<file path="src/rtl/core/podi_pkg.sv">
// ---------------------------------------------------------------------------
// podi_pkg
// Shared types, constants, arctangent table and control store for the
// planar odometry integrator.
// ---------------------------------------------------------------------------
package podi_pkg;

  localparam int CORDIC_STAGES = 16;
  localparam int ITER_W        = $clog2(CORDIC_STAGES);
  localparam int CW            = 34;  // CORDIC datapath width
  localparam int STEP_W        = 5;
  localparam int IN_DATA_W     = 136;
  localparam int OUT_DATA_W    = 112;

  localparam logic [ITER_W-1:0] ITER_LAST = ITER_W'(CORDIC_STAGES - 1);
  localparam logic signed [CW-1:0] CORDIC_X0 = CW'(34'sh026DD3B6A);

  localparam logic [1:0] ACT_POSE = 2'd0;
  localparam logic [1:0] ACT_VEL  = 2'd1;
  localparam logic [1:0] ACT_TICK = 2'd2;

  localparam logic [STEP_W-1:0] ST_IDLE    = 5'd0;
  localparam logic [STEP_W-1:0] ST_C1_INIT = 5'd1;
  localparam logic [STEP_W-1:0] ST_C1_ITER = 5'd2;
  localparam logic [STEP_W-1:0] ST_C1_FIN  = 5'd3;
  localparam logic [STEP_W-1:0] ST_M0      = 5'd4;
  localparam logic [STEP_W-1:0] ST_M1      = 5'd5;
  localparam logic [STEP_W-1:0] ST_M2      = 5'd6;
  localparam logic [STEP_W-1:0] ST_M3      = 5'd7;
  localparam logic [STEP_W-1:0] ST_M4      = 5'd8;
  localparam logic [STEP_W-1:0] ST_M5      = 5'd9;
  localparam logic [STEP_W-1:0] ST_M6      = 5'd10;
  localparam logic [STEP_W-1:0] ST_M7      = 5'd11;
  localparam logic [STEP_W-1:0] ST_M8      = 5'd12;
  localparam logic [STEP_W-1:0] ST_M9      = 5'd13;
  localparam logic [STEP_W-1:0] ST_C2_INIT = 5'd14;
  localparam logic [STEP_W-1:0] ST_C2_ITER = 5'd15;
  localparam logic [STEP_W-1:0] ST_C2_FIN  = 5'd16;
  localparam logic [STEP_W-1:0] ST_OUT     = 5'd17;

  typedef enum logic [1:0] {
    CND_SEQ,
    CND_DISPATCH,
    CND_LOOP,
    CND_HOLD
  } cond_t;

  typedef enum logic [2:0] {
    COP_NONE,
    COP_INIT_HEAD,
    COP_INIT_HALF,
    COP_ITER,
    COP_FIN
  } cop_t;

  typedef enum logic [2:0] {
    MUL_VF_C,
    MUL_VS_S,
    MUL_VF_S,
    MUL_VS_C,
    MUL_ACC_EL,
    MUL_YAW_EL
  } mul_sel_t;

  typedef enum logic [1:0] {
    ACC_NONE,
    ACC_LOAD,
    ACC_ADD,
    ACC_SUB
  } acc_op_t;

  typedef enum logic [2:0] {
    WR_NONE,
    WR_X,
    WR_Y,
    WR_HEAD,
    WR_OUT
  } wr_t;

  typedef struct packed {
    logic [STEP_W-1:0] next;
    cond_t             cond;
    cop_t              cop;
    mul_sel_t          mul_sel;
    acc_op_t           acc_op;
    wr_t               wr;
  } ctrl_t;

  function automatic logic [31:0] atan_entry(input logic [4:0] i);
    logic [31:0] r;
    case (i)
      5'd0:    r = 32'h20000000;
      5'd1:    r = 32'h12E4051E;
      5'd2:    r = 32'h09FB385B;
      5'd3:    r = 32'h051111D4;
      5'd4:    r = 32'h028B0D43;
      5'd5:    r = 32'h0145D7E1;
      5'd6:    r = 32'h00A2F61E;
      5'd7:    r = 32'h00517C55;
      5'd8:    r = 32'h0028BE53;
      5'd9:    r = 32'h00145F2F;
      5'd10:   r = 32'h000A2F98;
      5'd11:   r = 32'h000517CC;
      5'd12:   r = 32'h00028BE6;
      5'd13:   r = 32'h000145F3;
      5'd14:   r = 32'h0000A2FA;
      5'd15:   r = 32'h0000517D;
      5'd16:   r = 32'h000028BE;
      5'd17:   r = 32'h0000145F;
      5'd18:   r = 32'h00000A30;
      5'd19:   r = 32'h00000518;
      5'd20:   r = 32'h0000028C;
      5'd21:   r = 32'h00000146;
      5'd22:   r = 32'h000000A3;
      5'd23:   r = 32'h00000051;
      default: r = 32'h00000000;
    endcase
    return r;
  endfunction

  // round half up to Q1.15 and clamp
  function automatic logic signed [15:0] sat_q15(input logic signed [CW-1:0] v);
    logic signed [CW-1:0] t;
    logic signed [15:0]   r;
    t = (v + CW'(34'sd16384)) >>> 15;
    if (t > CW'(34'sd32767)) begin
      r = 16'sh7FFF;
    end else if (t < -CW'(34'sd32768)) begin
      r = 16'sh8000;
    end else begin
      r = t[15:0];
    end
    return r;
  endfunction

  function automatic ctrl_t ucode(input logic [STEP_W-1:0] a);
    ctrl_t w;
    case (a)
      ST_IDLE:    w = '{ST_C1_INIT, CND_DISPATCH, COP_NONE, MUL_VF_C, ACC_NONE, WR_NONE};
      ST_C1_INIT: w = '{ST_C1_ITER, CND_SEQ, COP_INIT_HEAD, MUL_VF_C, ACC_NONE, WR_NONE};
      ST_C1_ITER: w = '{ST_C1_FIN, CND_LOOP, COP_ITER, MUL_VF_C, ACC_NONE, WR_NONE};
      ST_C1_FIN:  w = '{ST_M0, CND_SEQ, COP_FIN, MUL_VF_C, ACC_NONE, WR_NONE};
      ST_M0:      w = '{ST_M1, CND_SEQ, COP_NONE, MUL_VF_C, ACC_NONE, WR_NONE};
      ST_M1:      w = '{ST_M2, CND_SEQ, COP_NONE, MUL_VS_S, ACC_LOAD, WR_NONE};
      ST_M2:      w = '{ST_M3, CND_SEQ, COP_NONE, MUL_VS_S, ACC_SUB, WR_NONE};
      ST_M3:      w = '{ST_M4, CND_SEQ, COP_NONE, MUL_ACC_EL, ACC_NONE, WR_NONE};
      ST_M4:      w = '{ST_M5, CND_SEQ, COP_NONE, MUL_VF_S, ACC_NONE, WR_X};
      ST_M5:      w = '{ST_M6, CND_SEQ, COP_NONE, MUL_VS_C, ACC_LOAD, WR_NONE};
      ST_M6:      w = '{ST_M7, CND_SEQ, COP_NONE, MUL_VS_C, ACC_ADD, WR_NONE};
      ST_M7:      w = '{ST_M8, CND_SEQ, COP_NONE, MUL_ACC_EL, ACC_NONE, WR_NONE};
      ST_M8:      w = '{ST_M9, CND_SEQ, COP_NONE, MUL_YAW_EL, ACC_NONE, WR_Y};
      ST_M9:      w = '{ST_C2_INIT, CND_SEQ, COP_NONE, MUL_YAW_EL, ACC_NONE, WR_HEAD};
      ST_C2_INIT: w = '{ST_C2_ITER, CND_SEQ, COP_INIT_HALF, MUL_VF_C, ACC_NONE, WR_NONE};
      ST_C2_ITER: w = '{ST_C2_FIN, CND_LOOP, COP_ITER, MUL_VF_C, ACC_NONE, WR_NONE};
      ST_C2_FIN:  w = '{ST_OUT, CND_SEQ, COP_FIN, MUL_VF_C, ACC_NONE, WR_NONE};
      ST_OUT:     w = '{ST_IDLE, CND_HOLD, COP_NONE, MUL_VF_C, ACC_NONE, WR_OUT};
      default:    w = '{ST_IDLE, CND_SEQ, COP_NONE, MUL_VF_C, ACC_NONE, WR_NONE};
    endcase
    return w;
  endfunction

endpackage

</file>
<file path="src/rtl/core/planar_odometry_integrator.sv">
// ---------------------------------------------------------------------------
// planar_odometry_integrator
// Dead-reckoning pose integrator run by a microcoded sequencer over one
// shared multiplier and one iterative CORDIC stage.
// Set-pose and set-velocity requests: taken in the idle step, no result.
// Tick request: sequenced through a heading CORDIC pass, the multiply steps
// and a half-angle CORDIC pass on the single CORDIC iteration stage; no new
// request is taken until the sequencer is idle again. A finished result waits in the output register.
// Synchronous reset clears the pose, the velocity terms and the sequencer.
// ---------------------------------------------------------------------------
module planar_odometry_integrator (
  input  logic                              clk,
  input  logic                              rst,
  input  logic                              s_axis_tvalid,
  output logic                              s_axis_tready,
  // pose_x, pose_y, speed_fwd, speed_side, turn_rate, elapsed, zero pad
  input  logic [podi_pkg::IN_DATA_W-1:0]    s_axis_tdata,
  // action
  input  logic [1:0]                        s_axis_tuser,
  output logic                              m_axis_tvalid,
  input  logic                              m_axis_tready,
  // out_x, out_y, out_heading, quat_z, quat_w
  output logic [podi_pkg::OUT_DATA_W-1:0]   m_axis_tdata
);
  import podi_pkg::*;

  logic [STEP_W-1:0] step;
  logic [STEP_W-1:0] step_next;
  ctrl_t             cw;

  logic signed [31:0] pos_x;
  logic signed [31:0] pos_y;
  logic [15:0]        heading;
  logic signed [15:0] vel_fwd;
  logic signed [15:0] vel_side;
  logic signed [17:0] yaw_rate;
  logic [15:0]        el;

  logic signed [CW-1:0] cx;
  logic signed [CW-1:0] cy;
  logic signed [CW-1:0] cz;
  logic                 flip;
  logic [ITER_W-1:0]    iter;
  logic signed [15:0]   sn;
  logic signed [15:0]   cs;

  logic signed [32:0] acc;
  logic signed [32:0] mul_a;
  logic signed [16:0] mul_b;
  logic signed [49:0] prod;
  logic signed [49:0] pos_rnd;
  logic signed [49:0] head_rnd;
  logic signed [32:0] pos_cur;
  logic signed [32:0] pos_sum;
  logic signed [31:0] pos_sat;

  logic [31:0]          ang;
  logic                 ang_flip;
  logic [31:0]          ang_adj;
  logic signed [CW-1:0] dx;
  logic signed [CW-1:0] dy;
  logic signed [CW-1:0] atan_v;
  logic signed [CW-1:0] xf;
  logic signed [CW-1:0] yf;

  logic accept;
  logic out_busy;

  assign cw            = ucode(step);
  assign s_axis_tready = (step == ST_IDLE);
  assign accept        = s_axis_tvalid && s_axis_tready;
  assign out_busy      = m_axis_tvalid && !m_axis_tready;

  always_comb begin
    step_next = step;
    case (cw.cond)
      CND_DISPATCH: begin
        if (accept && s_axis_tuser == ACT_TICK) begin
          step_next = cw.next;
        end
      end
      CND_LOOP: begin
        if (iter == ITER_LAST) begin
          step_next = cw.next;
        end
      end
      CND_HOLD: begin
        if (!out_busy) begin
          step_next = cw.next;
        end
      end
      default: step_next = cw.next;
    endcase
  end

  // CORDIC operand prep
  always_comb begin
    ang = (cw.cop == COP_INIT_HALF) ? {1'b0, heading, 15'h0} : {heading, 16'h0};
    ang_flip = ang[31] ^ ang[30];
    ang_adj  = ang_flip ? (ang ^ 32'h8000_0000) : ang;
    dx       = cy >>> iter;
    dy       = cx >>> iter;
    atan_v   = CW'(atan_entry(5'(iter)));
    xf       = flip ? -cx : cx;
    yf       = flip ? -cy : cy;
  end

  // shared multiplier operands
  always_comb begin
    case (cw.mul_sel)
      MUL_VF_C: begin
        mul_a = 33'(vel_fwd);
        mul_b = 17'(cs);
      end
      MUL_VS_S: begin
        mul_a = 33'(vel_side);
        mul_b = 17'(sn);
      end
      MUL_VF_S: begin
        mul_a = 33'(vel_fwd);
        mul_b = 17'(sn);
      end
      MUL_VS_C: begin
        mul_a = 33'(vel_side);
        mul_b = 17'(cs);
      end
      MUL_ACC_EL: begin
        mul_a = acc;
        mul_b = $signed({1'b0, el});
      end
      MUL_YAW_EL: begin
        mul_a = 33'(yaw_rate);
        mul_b = $signed({1'b0, el});
      end
      default: begin
        mul_a = acc;
        mul_b = $signed({1'b0, el});
      end
    endcase
  end

  always_comb begin
    pos_rnd  = prod + 50'sh000_0400_0000;
    head_rnd = prod + 50'sh000_0000_8000;
    pos_cur  = (cw.wr == WR_Y) ? 33'(pos_y) : 33'(pos_x);
    pos_sum  = pos_cur + 33'($signed(pos_rnd[49:27]));
    if (pos_sum[32] != pos_sum[31]) begin
      pos_sat = pos_sum[32] ? 32'sh8000_0000 : 32'sh7FFF_FFFF;
    end else begin
      pos_sat = pos_sum[31:0];
    end
  end

  // control and architectural state
  always_ff @(posedge clk) begin
    if (rst) begin
      step          <= ST_IDLE;
      m_axis_tvalid <= 1'b0;
      pos_x         <= '0;
      pos_y         <= '0;
      heading       <= '0;
      vel_fwd       <= '0;
      vel_side      <= '0;
      yaw_rate      <= '0;
    end else begin
      step <= step_next;
      if (accept) begin
        case (s_axis_tuser)
          ACT_POSE: begin
            pos_x <= s_axis_tdata[31:0];
            pos_y <= s_axis_tdata[63:32];
          end
          ACT_VEL: begin
            vel_fwd  <= s_axis_tdata[79:64];
            vel_side <= s_axis_tdata[95:80];
            yaw_rate <= s_axis_tdata[113:96];
          end
          default: ;
        endcase
      end
      case (cw.wr)
        WR_X:    pos_x <= pos_sat;
        WR_Y:    pos_y <= pos_sat;
        WR_HEAD: heading <= heading + head_rnd[31:16];
        default: ;
      endcase
      if (cw.wr == WR_OUT && !out_busy) begin
        m_axis_tvalid <= 1'b1;
      end else if (m_axis_tready) begin
        m_axis_tvalid <= 1'b0;
      end
    end
  end

  // datapath
  always_ff @(posedge clk) begin
    prod <= mul_a * mul_b;
    if (accept) begin
      el <= s_axis_tdata[129:114];
    end
    case (cw.acc_op)
      ACC_LOAD: acc <= prod[32:0];
      ACC_ADD:  acc <= acc + prod[32:0];
      ACC_SUB:  acc <= acc - prod[32:0];
      default: ;
    endcase
    case (cw.cop)
      COP_INIT_HEAD, COP_INIT_HALF: begin
        cx   <= CORDIC_X0;
        cy   <= '0;
        cz   <= CW'($signed(ang_adj));
        flip <= ang_flip;
        iter <= '0;
      end
      COP_ITER: begin
        if (!cz[CW-1]) begin
          cx <= cx - dx;
          cy <= cy + dy;
          cz <= cz - atan_v;
        end else begin
          cx <= cx + dx;
          cy <= cy - dy;
          cz <= cz + atan_v;
        end
        iter <= iter + 1'b1;
      end
      COP_FIN: begin
        cs <= sat_q15(xf);
        sn <= sat_q15(yf);
      end
      default: ;
    endcase
    if (cw.wr == WR_OUT && !out_busy) begin
      m_axis_tdata <= {cs, sn, heading, pos_y, pos_x};
    end
  end

endmodule

</file>
<file path="config.mk">
export PLATFORM = sky130hd
export DESIGN_NAME = planar_odometry_integrator
export DESIGN_NICKNAME = d
export VERILOG_FILES = /design/src/rtl/core/podi_pkg.sv /design/src/rtl/core/planar_odometry_integrator.sv
export SDC_FILE = /design/constraint.sdc
export NUM_CORES = 2
export LEC_CHECK = 0
export BUFFER_PORTS_ARGS = -buffer_cell sky130_fd_sc_hd__buf_2
export CAP_MARGIN = 10
export CORE_ASPECT_RATIO = 1.2
export CORE_UTILIZATION = 30
export CTS_CLUSTER_DIAMETER = 200
export DETAILED_ROUTE_END_ITERATION = 7
export PLACE_DENSITY = 0.52
export SYNTH_ARGS = -nofsm -noshare
export SYNTH_HDL_FRONTEND = slang
export SYNTH_SLANG_ARGS = --single-unit
</file>
<file path="constraint.sdc">
create_clock -name clk -period 8.5 [get_ports clk]
set_clock_uncertainty 0.15 [all_clocks]
set_input_delay 1.7 -clock clk [delete_from_list [all_inputs] [get_ports clk]]
set_output_delay 1.7 -clock clk [all_outputs]
set_load 0.005 [all_outputs]
</file>
======== Yosys cells after proc, flatten, opt, wreduce, memory -nomap -nowiden ========
Memory sizes are Yosys's and may differ from the RTL's. A register that Yosys moved wholly into a read port is not among the register bits.
Cells that the tools add are included.
storage, ports and cells
  register bits ........................... 486
  memory bits (read-only) ................. 1056
  bits of input ports ..................... 142
  output and inout bits ................... 114
  logic and storage cells ................. 131
  memories kept ........................... 2
memory list
  memory           words  width  rd ports  clocked after Yosys merged registers in  wr ports  line             RTL
  (no name shown)  32     18     1         1                                        0         podi_pkg.sv:138  case (a)
  (no name shown)  16     30     1         1                                        0         podi_pkg.sv:91   case (i)
operators by class
  add/subtract/negate cells ............... 17
  multiply operators ...................... 1
  magnitude comparators ................... 4
  eq/ne operators ......................... 25
  shift-type cells ........................ 2
  muxes and demuxes ....................... 34
  bitwise gates (word level) .............. 2
  reductions and logical operators ........ 25
operators by type and width
  kind                    number
  $mux 32                 10
  $pmux 34 s2             3
  $pmux 33 s3             2
  $mux 34                 5
  $add 34x16->34 const B  2
  $add 34x34->34          2
  $neg 34->34             2
  $sshr 34x4->34          2
  $sub 34x34->34          2
  $add 50x28->50 const B  1
  $mul 33x17->50          1
  $gt 19x16->1 const B    2
  $lt 19x16->1 const B    2
  $add 34x33->34          1
  $pmux 17 s2             1
  $sub 34x33->34          1
  $add 33x23->33          1
  $add 33x33->33          1
  $mux 33                 1
  $sub 33x33->33          1
  $add 32x17->32 const B  1
  $mux 16                 2
  $mux 5                  5
  $eq 3x2->1 const B      6
  25 further kinds        53

======== Longest topological paths before layout ========
  word-level depth ........................ 7
  gate-level depth with buffers ........... 30
  depth with buffers taken out ............ 28

======== Worst setup path after synthesis ========
Ideal clock, no wire load.
  path type ............................... reg-to-reg
  from .................................... reg cw[5] (netlist name)
  to ...................................... reg prod[49]
  setup time .............................. 0.121 ns
  arrival time ............................ 7.821 ns
  data required time ...................... 8.229 ns
  path slack .............................. 0.409 ns
  stages on the path, launching flop included .. 29
  buffers on the path ..................... 3
  period minus slack after synthesis ...... 8.091 ns
  cell sequence ........................... dfxtp_1 -> xnor2_1 -> clkbuf_1 -> mux2i_1 -> o21a_1 -> clkbuf_1 -> clkbuf_1 -> nor2_1 -> fa_1 -> inv_1 -> fa_1 -> fa_1 -> inv_1 -> fa_1 -> fa_1 -> inv_1 -> fa_1 -> inv_1 -> ha_1 -> a21oi_1 -> o211ai_1 -> or3_1 -> a221oi_1 -> a21oi_1 -> a31o_2 -> a311o_1 -> a31oi_1 -> o21ai_0 -> xnor2_1
on the way
  cells in the longest elaborated chain, start to end .. 4
  elaborated cells on any way between the ends .. 12
  those cells by class .................... 1 x mul; 4 x eq/ne; 2 x mux; 5 x reduce/logical
RTL lines
  element                                     line                               RTL
  $eq 3x2->1, or another cell as far along    planar_odometry_integrator.sv:110  case (cw.mul_sel)
  $reduce_or 2->1 (no line)                   --
  $pmux 33 s3 or $pmux 17 s2 (tied branches)  planar_odometry_integrator.sv:110
  $mul 33x17->50 (*)                          planar_odometry_integrator.sv:197  prod <= mul_a * mul_b;
  end signal, assigned                        planar_odometry_integrator.sv:197
  end, declared                               planar_odometry_integrator.sv:50   logic signed [49:0] prod;
Mark *: on every way between the ends. The rest lies on a longest branch, timed or not.
A chain may end at the register's enable or synchronous reset.

======== Final worst setup path ========
  from .................................... reg cw[5] (netlist name)
  to ...................................... reg prod[49]
on the way
  cells in the longest elaborated chain, start to end .. 4
  elaborated cells on any way between the ends .. 12
  those cells by class .................... 1 x mul; 4 x eq/ne; 2 x mux; 5 x reduce/logical
RTL lines
  element                                     line
  $eq 3x2->1, or another cell as far along    planar_odometry_integrator.sv:110
  $reduce_or 2->1 (no line)                   --
  $pmux 33 s3 or $pmux 17 s2 (tied branches)  planar_odometry_integrator.sv:110
  $mul 33x17->50 (*)                          planar_odometry_integrator.sv:197
Marked as above.

==> metrics.md <==
| Metric | Value |
|---|---|
| Static Leak | `27.52 nW` |
| Post-Place Setup Slack | `-0.1165 ns` |
| Root buffer cell | `clkbuf_16` |
| CTS Hold Bufs | `0` |
| Initial antenna violation count | `10` |
| Gr ovfl total | `0` |
| Final setup vio count | `0` |
| Worst VDD drop | `193.6 uV` |
| Htree depth | `3` |
| Post-synth EDFFs | `300` |
| Core ar. | `~190,000 um2` |
| Flip-flop and latch count after synthesis | `about 530` |
| Post-Route Setup TNS | `0 ns` |
| Max Root-Sink Buffers | `3` |
| Post-Syn Instances | `6,357` |
| Antenna-violating nets left | `0` |
| Synth Cell Area | `56,640 um2` |
| I/O Pins | `between 200 and 300` |
| Starting DRT DRC Count | `3,132` |
| Filler Cells Inserted | `19,342` |
| Net Count, Synth | `7,359` |
| Arrival time worst endpoint | `approximately 8.5 ns` |
| Avg Synthesized Cell Area | `8.909 um2` |
| Hold WC Path Type | `flop to flop` |
| PwrDens | `316.7 nW/um2` |
| Flop2flop setup slack | `0.42 ns` |
| First-pass GRT wire length | `approximately 280,000 um` |
| Starting Density | `0.3021` |
| CP max stage cell | `fa_1` |
| Total track usage | `0.1924` |
| Endpoints failing hold | `0` |
| Unrepaired setup endpoints after global routing | `false` |
| Worst slew pin tran | `1.115 ns` |
| Via count | `46,593` |
| Critical path data required time | `8.92 ns` |
| Nets | `about 7,500` |
| Buffers on Ports | `249` |
| TritonCTS clock tree | `yes` |
| Most used flip-flop cell after synthesis | `edfxtp_1` |
| Vias in the first global route | `47,821` |
| Achievable Freq | `0.1238 GHz` |
| Sequential element share of the synthesized area | `0.2418` |
| Vias/cell | `5.146` |
| Largest net degree at the start of global routing | `76` |
| Die Area | `190,500 um2` |
| Syn-to-layout area delta | `12.13%` |
| CTS buffer count | `67` |
| Max-slew violations | `0` |
| Crit path launch type | `flop` |
| Yosys warns | `0` |
| Max-Cap Viols | `0` |
| DR WL/cell | `approximately 20 um` |
| Max-slew headroom | `0.2566` |
| Post-Place Cells | `just under 9,000` |
| Sink Count | `534` |
| # DRC | `0` |
| Clock latency on the worst-skew pair | `around 0.7 ns` |
| Crit. End Element | `flop` |
| Routability congestion estimate | `0.9295` |
| DRT Wirelength | `182,800 um` |
| Crit path max fanout | `32` |
| Distinct cells, synth | `94` |
| Worst-path clk slew | `roughly 0.060 ns` |
| Minimum clock period | `8.080 ns` |
| Setup ws final | `0.4201 ns` |
| Die W | `roughly 400 um` |
| CP Class | `flop to flop` |
| Die Ht | `roughly 480 um` |
| Max stage delay on crit path | `0.57 ns` |
| Row Count | `174` |
| Hpwl dp | `146,900 um` |
| Layout cells sized above 1 | `0.1110` |
| Period utilization | `0.9506` |
| Ys async rst share | `0` |
| Status | `finished, final reports clean` |
| Final Non-Filler Cells | `9,054` |
| TritonRoute pass-1 iters | `8` |
| Crit-path most repeated cell | `fa_1` |
==> cells in the mapped netlist (51+ instances only) <==
library cell | count | area share
xnor2_1 | 248 | 0.038
a21oi_1 | 433 | 0.038
a221oi_1 | 51 | 0.0079
nor2b_1 | 62 | 0.0068
xor2_1 | 154 | 0.024
nor3_1 | 71 | 0.0063
mux2i_1 | 158 | 0.028
dfxtp_1 | 234 | 0.083
nand2_1 | 771 | 0.051
clkbuf_1 | 247 | 0.016
and3_1 | 56 | 0.0062
inv_1 | 715 | 0.047
o21ai_0 | 240 | 0.021
mux4_2 | 79 | 0.031
a21o_1 | 113 | 0.015
a211oi_1 | 51 | 0.0068
ha_1 | 317 | 0.070
nand3_1 | 103 | 0.0091
o21a_1 | 56 | 0.0074
nor2_1 | 653 | 0.043
edfxtp_1 | 300 | 0.16
fa_1 | 543 | 0.19
==> cells by family (layout without fill, tap and decap cells) <==
kind of cell | Yosys count | count (layout) | share of synthesized area
buffers and inverters | 1022 | 1249 | 0.06917
flip-flops | 534 | 534 | 0.2418
multiplexers | 278 | 278 | 0.06749
adder cells (fa/ha/maj) | 860 | 860 | 0.2620
AND/OR/NAND/NOR | 1998 | 1998 | 0.1576
other | 0 | 6 | 0
XOR/XNOR | 402 | 402 | 0.06217
AO/OA/AOI/OAI | 1263 | 1263 | 0.1399
==> critical path: cells and delay by family (launching register included) <==
family	cells	cell delay (ns)
simple gates	4	0.84
xor+xnor	1	0.14
buf+inv	8	1.22
flops	1	0.36
compound gates	8	1.65
fa+ha+maj	7	3.52
==> registers in the layout (all words and copies together), names as in the netlist, 5 cells and up <==
signal / count
vel_fwd: 16
cz: 34
cy: 34
el: 16
vel_side: 16
step: 5
cx: 34
atan_v: 30
sn: 16
yaw_rate: 18
heading: 16
cs: 16
pos_x: 32
cw: 18
m_axis_tdata: 112
acc: 33
pos_y: 32
prod: 50
==> power by group <==
part,internal [mW],switching [mW]
Sequential,3.30,0.667
Combinational,5.40,7.78
Clock,1.70,1.26
Total,10.4,9.71
==> path summary, 6_finish.rpt <==
| path | startpoint | cells past startpoint | to |
|---|---|---|---|
| worst min-delay path | vel_fwd[1]$_SDFFE_PP0P_ | 2 | vel_fwd[1]$_SDFFE_PP0P_ |
| worst max-delay path | cw[5]$_SDFF_PP0_ | 28 | prod[49]$_DFF_P_ |
| worst min register to register | vel_fwd[1]$_SDFFE_PP0P_ | 2 | vel_fwd[1]$_SDFFE_PP0P_ |
| worst max register to register | cw[5]$_SDFF_PP0_ | 28 | prod[49]$_DFF_P_ |
==> through the flow <==
| stage | hold WS [ns] | area, um2 | power, mW | utilization |
|---|---|---|---|---|
| floorplan | 0.2723 | 56640 | 13.73 | - |
| global placement | 0.2862 | 61120 | 17.01 | 0.3261 |
| detailed placement | 0.2921 | 61120 | 17.04 | 0.3261 |
| CTS | 0.2963 | 63380 | 20.22 | 0.3381 |
| global route | 0.3139 | 63500 | 21.92 | 0.3388 |
| finish | 0.3035 | 63510 | 20.11 | 0.3388 |
==> repair_timing <==
action / 4_1_cts / 5_1_grt
cloned: 0 / 0
endpoints found under the setup margin: 3 / 14
pin swaps: 0 / 0
setup buffers: 0 / 1
gates resized for setup: 6 / 31
==> area by class of cell <==
cell class,instances,area [um2],share of cell area
multi-input cells,4801,39210,0.6174
flip-flops and latches,534,13700,0.2157
well taps,2464,3083,0.04854
inverters,718,2698,0.04248
repair buffers,408,2570,0.04047
clock buffers,87,1833,0.02886
clock inverters,36,401.6,0.006324
diodes,6,15.01,0.0002364
==> layout by cell type, fill, tap and decap left out, types with 18 or more instances in the layout <==
cell type,synthesis,final
nand2b_1,50,50
a31oi_1,46,44
inv_1,715,713
a221oi_1,51,50
and4_1,18,18
o211ai_1,21,21
a21oi_1,433,426
nor2_1,653,652
mux2_2,40,40
buf_4,1,148
mux4_2,79,79
o21ai_1,29,20
nand3_1,103,103
fa_1,543,542
o21a_1,56,53
nor3_1,71,70
buf_2,16,248
and2_1,34,33
nor4_1,34,34
mux2i_1,158,158
xor2_1,154,154
or3_1,43,43
nand2_1,771,769
o22ai_1,32,32
o21bai_1,34,33
a211oi_1,51,48
dfxtp_1,234,232
ha_1,317,317
clkbuf_16,0,68
edfxtp_1,300,300
o21ai_0,240,233
a21o_1,113,108
and3_1,56,55
xnor2_1,248,247
o31ai_1,23,23
nor2b_1,62,62
nand4_1,31,31
==> layer usage <==
layer,share of wire,GRT usage
met5,0,0
met4,0.035,0.06694
met2,0.47,0.3192
met3,0.058,0.03057
met1,0.43,0.2520
Power figures use the tool's default switching activity.
